### src/sv/dbf_pkg.sv
// Shared constants, types and the CRC-8 helper of the baseband framer.
package dbf_pkg;

  localparam int unsigned PACKET_BYTES_DEF = 188;
  localparam int unsigned BYTE_W           = 8;
  localparam int unsigned LEN_W            = 13;
  localparam int unsigned ROLL_W           = 2;
  localparam int unsigned CFG_ADDR_W       = 2;
  localparam int unsigned HDR_LEN          = 10;
  localparam int unsigned HIDX_W           = 4;

  localparam logic [BYTE_W-1:0] CRC8_GEN   = 8'hD5;
  localparam logic [BYTE_W-1:0] TS_SYNC    = 8'h47;
  localparam logic [3:0]        MATYPE_HI  = 4'hF;

  localparam logic [LEN_W-1:0]  DFB_RESET  = 13'd7264;
  localparam logic [ROLL_W-1:0] ROLL_RESET = 2'b11;

  typedef enum logic [CFG_ADDR_W-1:0] {
    REG_DATA_FIELD_BYTES = 2'd0,
    REG_ROLLOFF_CODE     = 2'd1
  } cfg_reg_t;

  typedef struct packed {
    logic [BYTE_W-1:0] data_byte;
    logic              sync_error;
    logic              frame_last;
    logic              needs_header;
    logic [BYTE_W-1:0] carry_bytes;
  } dbf_item_t;

  function automatic logic [BYTE_W-1:0] crc8_byte(input logic [BYTE_W-1:0] crc_in,
                                                  input logic [BYTE_W-1:0] data_in);
    logic [BYTE_W-1:0] c;
    c = crc_in ^ data_in;
    for (int k = 0; k < BYTE_W; k++) begin
      if (c[BYTE_W-1]) begin
        c = {c[BYTE_W-2:0], 1'b0} ^ CRC8_GEN;
      end else begin
        c = {c[BYTE_W-2:0], 1'b0};
      end
    end
    return c;
  endfunction

endpackage

### src/sv/dvbs2_ts_baseband_framer_unit.sv
// Top level of the DVB-S2 transport stream baseband framer with BBHEADER and CRC-8.
//
// Channel   Direction  Payload
// in_       slave      tdata[7:0] ts_byte
// out_      master     tdata[7:0] frame_byte, tuser[0] is_header, tuser[1] sync_error,
//                      tlast frame_last
// cfg_      write      addr 0 data_field_bytes, addr 1 rolloff_code
//
// One input transaction is taken per cycle while the output does not stall; the first byte of each frame
// holds the input while the header sequencer emits the ten BBHEADER bytes.
// Output stalls propagate to in_tready through the single pending-item register.
// Reset is synchronous; the block takes input from the first cycle after it.
module dvbs2_ts_baseband_framer_unit #(
  parameter int unsigned PACKET_BYTES = dbf_pkg::PACKET_BYTES_DEF
) (
  input  logic                              clk,
  input  logic                              rst_n,
  input  logic                              in_tvalid,
  output logic                              in_tready,
  input  logic [7:0]                        in_tdata,   // [7:0] ts_byte
  output logic                              out_tvalid,
  input  logic                              out_tready,
  output logic [7:0]                        out_tdata,  // [7:0] frame_byte
  output logic [1:0]                        out_tuser,  // [0] is_header, [1] sync_error
  output logic                              out_tlast,
  input  logic                              cfg_we,
  input  logic [dbf_pkg::CFG_ADDR_W-1:0]    cfg_addr,
  input  logic [dbf_pkg::LEN_W-1:0]         cfg_wdata
);

  localparam logic [15:0] UPL = 16'(PACKET_BYTES * 8);
  localparam logic [dbf_pkg::HIDX_W-1:0] HDR_DONE = dbf_pkg::HIDX_W'(dbf_pkg::HDR_LEN);

  logic [dbf_pkg::LEN_W-1:0]  dfb_r;
  logic [dbf_pkg::ROLL_W-1:0] roll_r;
  logic [dbf_pkg::LEN_W-1:0]  frame_len;
  logic [15:0]                dfl;
  logic [15:0]                syncd;

  dbf_pkg::dbf_item_t         in_item;
  dbf_pkg::dbf_item_t         pend_r;
  logic                       pend_valid_r, pend_valid_nxt;
  logic [dbf_pkg::HIDX_W-1:0] hidx_r, hidx_nxt;
  logic [dbf_pkg::BYTE_W-1:0] hcrc_r, hcrc_nxt;
  logic [dbf_pkg::BYTE_W-1:0] hdr_byte;

  logic                       out_valid_r;
  logic [7:0]                 out_byte_r;
  logic                       out_hdr_r, out_last_r, out_err_r;

  logic out_load, emit, hdr_phase, emit_hdr, emit_data, accept;

  always_ff @(posedge clk) begin
    if (!rst_n) begin
      dfb_r  <= dbf_pkg::DFB_RESET;
      roll_r <= dbf_pkg::ROLL_RESET;
    end else if (cfg_we) begin
      unique case (cfg_addr)
        dbf_pkg::REG_DATA_FIELD_BYTES: dfb_r  <= cfg_wdata;
        dbf_pkg::REG_ROLLOFF_CODE:     roll_r <= cfg_wdata[dbf_pkg::ROLL_W-1:0];
        default: ;
      endcase
    end
  end

  assign frame_len = (dfb_r == '0) ? dbf_pkg::LEN_W'(1) : dfb_r;
  assign dfl       = {frame_len, 3'b000};
  assign syncd     = {5'b0, pend_r.carry_bytes, 3'b000};

  assign out_load  = !out_valid_r || out_tready;
  assign emit      = pend_valid_r && out_load;
  assign hdr_phase = pend_r.needs_header && (hidx_r != HDR_DONE);
  assign emit_hdr  = emit && hdr_phase;
  assign emit_data = emit && !hdr_phase;
  assign in_tready = !pend_valid_r || emit_data;
  assign accept    = in_tvalid && in_tready;

  dbf_ingest #(
    .PACKET_BYTES(PACKET_BYTES)
  ) u_ingest (
    .clk      (clk),
    .rst_n    (rst_n),
    .accept   (accept),
    .ts_byte  (in_tdata),
    .frame_len(frame_len),
    .item     (in_item)
  );

  always_comb begin
    case (hidx_r)
      4'd0:    hdr_byte = {dbf_pkg::MATYPE_HI, 2'b00, roll_r};
      4'd1:    hdr_byte = 8'h00;
      4'd2:    hdr_byte = UPL[15:8];
      4'd3:    hdr_byte = UPL[7:0];
      4'd4:    hdr_byte = dfl[15:8];
      4'd5:    hdr_byte = dfl[7:0];
      4'd6:    hdr_byte = dbf_pkg::TS_SYNC;
      4'd7:    hdr_byte = syncd[15:8];
      4'd8:    hdr_byte = syncd[7:0];
      default: hdr_byte = hcrc_r;
    endcase
  end

  always_comb begin
    pend_valid_nxt = pend_valid_r;
    hidx_nxt       = hidx_r;
    hcrc_nxt       = hcrc_r;
    if (emit_hdr) begin
      hidx_nxt = hidx_r + 1'b1;
      hcrc_nxt = dbf_pkg::crc8_byte((hidx_r == '0) ? '0 : hcrc_r, hdr_byte);
    end
    if (emit_data) begin
      pend_valid_nxt = 1'b0;
      hidx_nxt       = '0;
    end
    if (accept) begin
      pend_valid_nxt = 1'b1;
    end
  end

  always_ff @(posedge clk) begin
    if (!rst_n) begin
      pend_valid_r <= 1'b0;
      hidx_r       <= '0;
      out_valid_r  <= 1'b0;
    end else begin
      pend_valid_r <= pend_valid_nxt;
      hidx_r       <= hidx_nxt;
      if (out_load) begin
        out_valid_r <= pend_valid_r;
      end
    end
  end

  always_ff @(posedge clk) begin
    hcrc_r <= hcrc_nxt;
    if (accept) begin
      pend_r <= in_item;
    end
    if (emit) begin
      out_byte_r <= hdr_phase ? hdr_byte : pend_r.data_byte;
      out_hdr_r  <= hdr_phase;
      out_last_r <= !hdr_phase && pend_r.frame_last;
      out_err_r  <= !hdr_phase && pend_r.sync_error;
    end
  end

  assign out_tvalid = out_valid_r;
  assign out_tdata  = out_byte_r;
  assign out_tuser  = {out_err_r, out_hdr_r};
  assign out_tlast  = out_last_r;

  a_hdr_not_last: assert property (@(posedge clk) disable iff (!rst_n)
    out_valid_r && out_hdr_r |-> !out_last_r && !out_err_r)
    else $error("Header byte flagged as last or as sync error.");

  a_hidx_bound: assert property (@(posedge clk) disable iff (!rst_n)
    hidx_r != '0 |-> pend_valid_r && pend_r.needs_header && hidx_r <= HDR_DONE)
    else $error("Header index out of step with the pending item.");

  a_hdr_blocks_input: assert property (@(posedge clk) disable iff (!rst_n)
    pend_valid_r && hdr_phase |-> !in_tready)
    else $error("Input taken while header bytes are outstanding.");

endmodule

### src/sv/dbf_ingest.sv
// Input-side packet and frame tracking: sync byte replacement and frame boundaries.
module dbf_ingest #(
  parameter int unsigned PACKET_BYTES = dbf_pkg::PACKET_BYTES_DEF
) (
  input  logic                          clk,
  input  logic                          rst_n,
  input  logic                          accept,
  input  logic [dbf_pkg::BYTE_W-1:0]    ts_byte,
  input  logic [dbf_pkg::LEN_W-1:0]     frame_len,
  output dbf_pkg::dbf_item_t            item
);

  localparam logic [dbf_pkg::BYTE_W-1:0] PKT_RELOAD = dbf_pkg::BYTE_W'(PACKET_BYTES - 1);

  logic [dbf_pkg::LEN_W-1:0]  frame_pos_r, frame_pos_nxt;
  logic [dbf_pkg::BYTE_W-1:0] pkt_left_r, pkt_left_nxt;
  logic [dbf_pkg::BYTE_W-1:0] pkt_crc_r, pkt_crc_nxt;
  logic [dbf_pkg::LEN_W-1:0]  pos_inc;
  logic                       frame_end;

  always_comb begin
    item.needs_header = (frame_pos_r == '0);
    item.carry_bytes  = pkt_left_r;
    if (pkt_left_r == '0) begin
      item.sync_error = (ts_byte != dbf_pkg::TS_SYNC);
      item.data_byte  = pkt_crc_r;
      pkt_crc_nxt     = '0;
      pkt_left_nxt    = PKT_RELOAD;
    end else begin
      item.sync_error = 1'b0;
      item.data_byte  = ts_byte;
      pkt_crc_nxt     = dbf_pkg::crc8_byte(pkt_crc_r, ts_byte);
      pkt_left_nxt    = pkt_left_r - 1'b1;
    end
    pos_inc         = frame_pos_r + 1'b1;
    frame_end       = (pos_inc >= frame_len) || (pos_inc == '0);
    item.frame_last = frame_end;
    frame_pos_nxt   = frame_end ? '0 : pos_inc;
  end

  always_ff @(posedge clk) begin
    if (!rst_n) begin
      frame_pos_r <= '0;
      pkt_left_r  <= '0;
      pkt_crc_r   <= '0;
    end else if (accept) begin
      frame_pos_r <= frame_pos_nxt;
      pkt_left_r  <= pkt_left_nxt;
      pkt_crc_r   <= pkt_crc_nxt;
    end
  end

endmodule
### config.mk
export PLATFORM = sky130hd
export DESIGN_NAME = dvbs2_ts_baseband_framer_unit
export DESIGN_NICKNAME = d
export VERILOG_FILES = /design/src/sv/dbf_pkg.sv /design/src/sv/dvbs2_ts_baseband_framer_unit.sv /design/src/sv/dbf_ingest.sv
export SDC_FILE = /design/constraint.sdc
export NUM_CORES = 1
export LEC_CHECK = 0
export BUFFER_PORTS_ARGS = -buffer_cell sky130_fd_sc_hd__buf_2
export CAP_MARGIN = 40
export CORE_ASPECT_RATIO = 0.8
export CORE_MARGIN = 1
export CORE_UTILIZATION = 55
export CTS_CLUSTER_DIAMETER = 60
export DETAILED_ROUTE_END_ITERATION = 7
export PLACE_DENSITY = 0.88
export SETUP_SLACK_MARGIN = 0.2
export SLEW_MARGIN = 20
export SYNTH_ARGS = -nofsm -noshare
export SYNTH_HDL_FRONTEND = slang
export SYNTH_SLANG_ARGS = --single-unit
### constraint.sdc
create_clock -name clk -period 2.8 [get_ports clk]
set_input_delay 0.28 -clock clk [delete_from_list [all_inputs] [get_ports clk]]
set_output_delay 0.28 -clock clk [all_outputs]
set_load 0.02 [all_outputs]
# Word level (Yosys, flattened, before mapping)
# Cells that the tools add are included.
[totals]
output_inout_bits = 13
wordCells = 116
regBits = 88
inputBits = 28
[op_classes]
mux = 40
n_eq_ne = 11
n_addsub = 3
order_cmp = 1
n_bitwise = 19
n_reduce_logical = 23
[ops]
columns = ["cell", "n"]
rows = [
  ["8-bit 2-to-1 mux", 34],
  ["5-bit inverter", 16],
  ["8-bit one-hot mux with 9 select lines", 1],
  ["13-bit zero test", 3],
  ["13-bit 2-to-1 mux", 2],
  ["4-bit by 3-bit == test with 1-bit output (second input constant)", 4],
  ["8-bit XOR", 2],
  ["13-bit by 1-bit adder with 13-bit output (second input constant)", 1],
  ["13-bit >= comparator", 1],
  ["9-bit 2-to-1 mux", 1],
  ["4-bit by 2-bit == test with 1-bit output (second input constant)", 2],
  ["8-bit zero test", 1],
  ["8-bit by 7-bit != test with 1-bit output (second input constant)", 1],
  ["8-bit by 1-bit subtractor with 8-bit output (second input constant)", 1],
  ["1-bit logical AND", 7],
  ["4-bit by 1-bit adder with 4-bit output (second input constant)", 1],
  ["4-bit by 1-bit == test with 1-bit output (second input constant)", 1],
  ["4-bit == test (second input constant)", 1],
  ["4-bit zero test", 1],
  ["4-bit != test (second input constant)", 1],
  ["2-bit AND reduction", 2],
  ["1-bit zero test", 3],
  ["1-bit logical OR", 3],
  ["2-bit by 1-bit == test with 1-bit output (second input constant)", 1],
  ["other kinds (5)", 6],
]

# Logic depth before layout (Yosys ltp)
[depth]
ltp_word = 27
ltp_mapped = 15
depth_no_buf = 13

# Cells and area by module
# From an unflattened synthesis, not the netlist that was laid out.
[unflattened]
hier_cells = 599
area_unflattened_um2 = 5378.9
[modules_own_cells]
columns = ["mod", "seq_area_each_um2", "n_inst", "cells_per_inst", "area_each_um2"]
rows = [
  ["dvbs2_ts_baseband_framer_unit", 1561.5, 1, 289, 3005.4],
  ["dbf_ingest", 580.6, 1, 310, 2373.5],
]

# Worst setup path after synthesis
# OpenSTA, ideal clock, no wires.
[synth_timing]
kind = "register to register"
from = "reg u_ingest.frame_pos_r[2] (netlist bit)"
to = "reg pend_r[9] (netlist bit), data pin"
path_stages_with_launch = 13
required_ps = 2545
arrival_time_ps = 2825
path_buffers = 2
period_less_slack_ps = 3080
setup_slack_ps = -280
setup_ps = 255
cell_sequence = "dfxtp_1 > clkbuf_1 > nand3_1 > xnor2_1 > ha_1 > and4b_1 > a2111o_1 > a221o_1 > a21o_1 > a21oi_1 > o221a_2 > buf_2 > inv_1"
[synth_lines]
columns = ["item", "line", "text"]
rows = [
  ["from (decl)", "dbf_ingest.sv:15", "logic [dbf_pkg::LEN_W-1:0] frame_pos_r, frame_pos_nxt;"],
  ["from (signal assigned)", "dbf_ingest.sv:47", "frame_pos_r <= frame_pos_nxt;"],
  ["to (signal assigned)", "dvbs2_ts_baseband_framer_unit.sv:138", "pend_r <= in_item;"],
  ["to (decl)", "dvbs2_ts_baseband_framer_unit.sv:41", "dbf_pkg::dbf_item_t pend_r;"],
]

# Worst setup path in the final report
[layout_timing]
from = "reg u_ingest.frame_pos_r[0] (netlist bit)"
to = "reg u_ingest.frame_pos_r[11] (netlist bit)"
[layout_via]
elab_chain_len = 4
word_cells_on_any_way = 5
classes_between = "add/sub: 1; order compare: 1; mux: 1; reduce/logical: 2"
[layout_rtl]
columns = ["item", "line", "text"]
rows = [
  ["13-bit by 1-bit adder with 13-bit output *", "dbf_ingest.sv:35", "pos_inc = frame_pos_r + 1'b1;"],
  ["13-bit >= comparator / 13-bit zero test (equally long branches)", "dbf_ingest.sv:36", "frame_end = (pos_inc >= frame_len) || (pos_inc == '0);"],
  ["1-bit logical OR", "dbf_ingest.sv:36", ""],
  ["13-bit 2-to-1 mux *", "dbf_ingest.sv:38", "frame_pos_nxt = frame_end ? '0 : pos_inc;"],
]
# Every way passes the cells marked *; elsewhere a longest branch is shown, timed or not.
# A chain may end at the register's enable or synchronous reset.

==> flow_summary.yaml <==
critical_path:
  crit_arrival_ns: 3.44
  critPathBufInv: 1
  startpoint_type: "register"
  critPathMostFrequentCell: "nor2_1"
  crit_chain: "ha_4 -> and2_4 -> nand2_1 -> xnor2_1 -> ha_1 -> nor2_1 -> nor2_1 -> a221o_1 -> a21o_1 -> a21oi_2 -> o221a_4 -> buf_12 -> nand3_1 -> a21oi_1"
  end_kind: "register"
  slowest_delay_ns: 0.38
  worstPathRequired_ns: 3.06
  cp_top_family: "compound AO/OA/AOI/OAI gates"
  worstSetupPathDepth: 14
  crit_fanout: 8
  r2r.worst_path.cells: 14
  rr_startpoint: "u_ingest.frame_pos_r[0]"
  worstSetupPathType: "register to register"
  worst_path_max_delay_cell: "dfxtp_4"
  crit_start: "u_ingest.frame_pos_r[0]"
  r2r_slack_ns: -0.38
  r2r_end: "u_ingest.frame_pos_r[11]"
power:
  leakagePower_uw: 0.00288
  ir_drop_mv: 0.569
  p_per_area_nw_per_um2: 661
  p_total_uw: 4600
global_route:
  antenna_found_initial: 0
  grt_pass1_vias: 4742
  grt_max_degree: 31
  grt_pass1_wl_um: 24500
  overflow: 0
  grt_usage_pct: 32.0
routing:
  drt_iter0_drc: 1041
  ant_nets: 0
  totalWireLength_um: 18700
  dr.pass1.iters: 8
  via_per_inst: 6.77
  wl_per_cell_um: 23.5
  post-route-drc-count: 17
  num_vias: 5368
logic_synthesis:
  syn_inst: 559
  synth.cell_area_um2: 5270
  synth_top_area_share_pct: 21.7
  synth_edf_count: 38
  synth_warnings: 0
  ys_seq_elements: 88
  syn_nets: 607
  synthArstFlopShare_pct: 0
  ys.flop_type: "dfxtp_1"
  synth_area_leaders: "edfxtp_1, dfxtp_1, xnor2_1, nand2_1, ha_1"
  ys_types: 75
  synth-seq-area-share_pct: 40.7
  syn_area_per_cell_um2: 9.43
  yosysTopAreaCell: "edfxtp_1"
placement:
  dp.cells: 740
  numPortBuffers: 40
  place_congestion: 0.882
  dp_hpwl_um: 9570
run:
  maxCapViolCount: 0
sta:
  setup_ws_ns: -0.380
  period_share_pct: 114
  drv_slew: 0
  rsz0062_at_grt: "yes"
  finalHoldViolCount: 0
  finalSetupViolations: 19
  fmax_mhz: 314
  max-slew-margin-rel_pct: 45.3
  fin_worst_skew_ns: 0.0106
  worst_slew_pin_slew_ns: 0.819
  fin_crit_ns: 3.18
cells_and_area:
  n_antenna_cell: 0
  fin_nets: 721
  fill_cells: 471
  stdcell_count: 793
  mostFrequentLayoutCells: "buf_4, nand2_1, dfxtp_1"
  syn2layout_area_growth_pct: 32.0
  fin_util_pct: 75.7
  drive_gt1_share_pct: 36.7
  layout_commonest_cell: "buf_4"
clocking:
  cts_max_level: 3
  clk_latency_ns: 0.35
  cts_root_buf: "clkbuf_16"
  cts_tree: "yes"
  clock-sinks: 88
  clk_path_buf_depth: 2
  cts_buffers: 9
  clk_pin_slew_ns: 0.07
hold_path:
  hold_path_depth: 3
  hold_path.class: "primary input to register"
  min_from: "cfg_wdata[6]"
  hold-path-endpoint: "dfb_r[6]"
die:
  core-area_um2: 9190
  dieHeight_um: 89.5
  die_area_um2: 9980
  io_pins: 41
  fp.dieW_um: 111
  rows: 31
  start_util_pct: 57.3
run_status:
  violations: "design-rule violations, negative setup slack"
  status: "finished with violations"
[where the power goes]
| part | leakage [uW] | internal, uW | total [uW] | switching [uW] |
|---|---|---|---|---|
| Sequential | 0.000774 | 1530 | 1660 | 134 |
| Combinational | 0.00196 | 787 | 1710 | 919 |
| Clock | 0.000139 | 696 | 1230 | 537 |
| Total | 0.00288 | 3010 | 4600 | 1590 |
[timing repair]
action | 4_1_cts | 5_1_grt
resized for setup | 50 | 31
endpoints found under the setup margin | 22 | 49
pin swaps | 39 | 27
cloned | 1 | 0
setup buffers | 18 | 18
hold buffers | 0 | 0
[cells in the mapped netlist, types with 5 or more instances]
library cell	n
mux2_2	10
o211ai_1	8
a21boi_0	14
and3_1	5
xor2_1	12
buf_6	5
a211oi_1	5
nand4_1	8
nor4_1	7
nor3_1	10
ha_1	20
nor2_1	31
buf_2	6
o21ai_0	15
xnor2_1	41
a21oi_1	27
a22oi_1	6
dfxtp_1	50
nor2b_1	7
inv_1	31
nand3_1	23
edfxtp_1	38
clkbuf_1	16
nand2_1	74
[routing by layer]
metal  part of all wire [%]  GRT usage (%)  wire length [um]  vias up
met5                      0              0                 0        -
met4                    6.5           14.0              1220        0
met3                     11           7.53              2040      149
met2                     47           55.2              8820      531
met1                     35           39.0              6590     2465
li1                       -              -                 -     2223
[stage by stage]
stage               hold WS [ns]  area, um^2  worst slack [ns]  TNS [ns]
global placement           0.461        5940           -0.0198   -0.0198
finish                     0.184        6960            -0.380     -4.93
global route               0.185        6960            -0.386     -5.41
CTS                        0.174        6660            -0.166     -1.92
detailed placement         0.475        5950            -0.132     -1.25
floorplan                  0.405        5360            0.0263         0
[cell type report]
| class | instances | area (um^2) | area share, % |
|---|---|---|---|
| Clock inverter | 6 | 67.6 | 0.971 |
| Timing Repair Buffer | 133 | 962 | 13.8 |
| Tap cell | 115 | 144 | 2.07 |
| Clock buffer | 10 | 229 | 3.29 |
| Sequential cell | 88 | 2160 | 31.1 |
| Multi-Input combinational cell | 410 | 3270 | 47.0 |
| Inverter | 31 | 123 | 1.76 |
[worst max path at each step]
stage                               end  slack [ns]
2_1_floorplan                 pend_r[9]        0.03
4_1_cts         u_ingest.frame_pos_r[3]       -0.17
6_report       u_ingest.frame_pos_r[11]       -0.38
5_1_grt        u_ingest.frame_pos_r[12]       -0.39
3_3_place_gp    u_ingest.frame_pos_r[3]       -0.02
3_5_place_dp    u_ingest.frame_pos_r[3]       -0.13
[cell families (layout without fill, tap and decap cells)]
| group | Yosys count | in the layout | synth area share (%) |
|---|---|---|---|
| AND/OR/NAND/NOR | 203 | 203 | 19.8 |
| AO/OA/AOI/OAI | 118 | 118 | 17.0 |
| flip-flops | 88 | 88 | 40.7 |
| buffers and inverters | 61 | 180 | 5.53 |
| XOR/XNOR | 55 | 55 | 9.43 |
| adder cells (fa/ha/maj) | 20 | 20 | 4.75 |
| multiplexers | 14 | 14 | 2.90 |
[worst register-to-register path, stage by stage (launching register included)]
cell     delay, ns
dfxtp_4       0.38
ha_4          0.16
and2_4        0.17
nand2_1       0.09
xnor2_1       0.36
ha_1          0.33
nor2_1        0.16
nor2_1        0.08
a221o_1       0.35
a21o_1        0.19
a21oi_2       0.17
o221a_4       0.27
buf_12        0.14
nand3_1       0.10
a21oi_1       0.15
[registers in the layout (all words and copies together), names as in the netlist]
name and flops:
hcrc_r 8, out_err_r 1, roll_r 2, u_ingest.frame_pos_r 13, hidx_r 4, u_ingest.pkt_left_r 8, out_tvalid 1, pend_valid_r 1
out_hdr_r 1, out_tlast 1, dfb_r 13, pend_r 19, out_tdata 8, u_ingest.pkt_crc_r 8
Note: power is estimated with default switching activity, not from simulation.
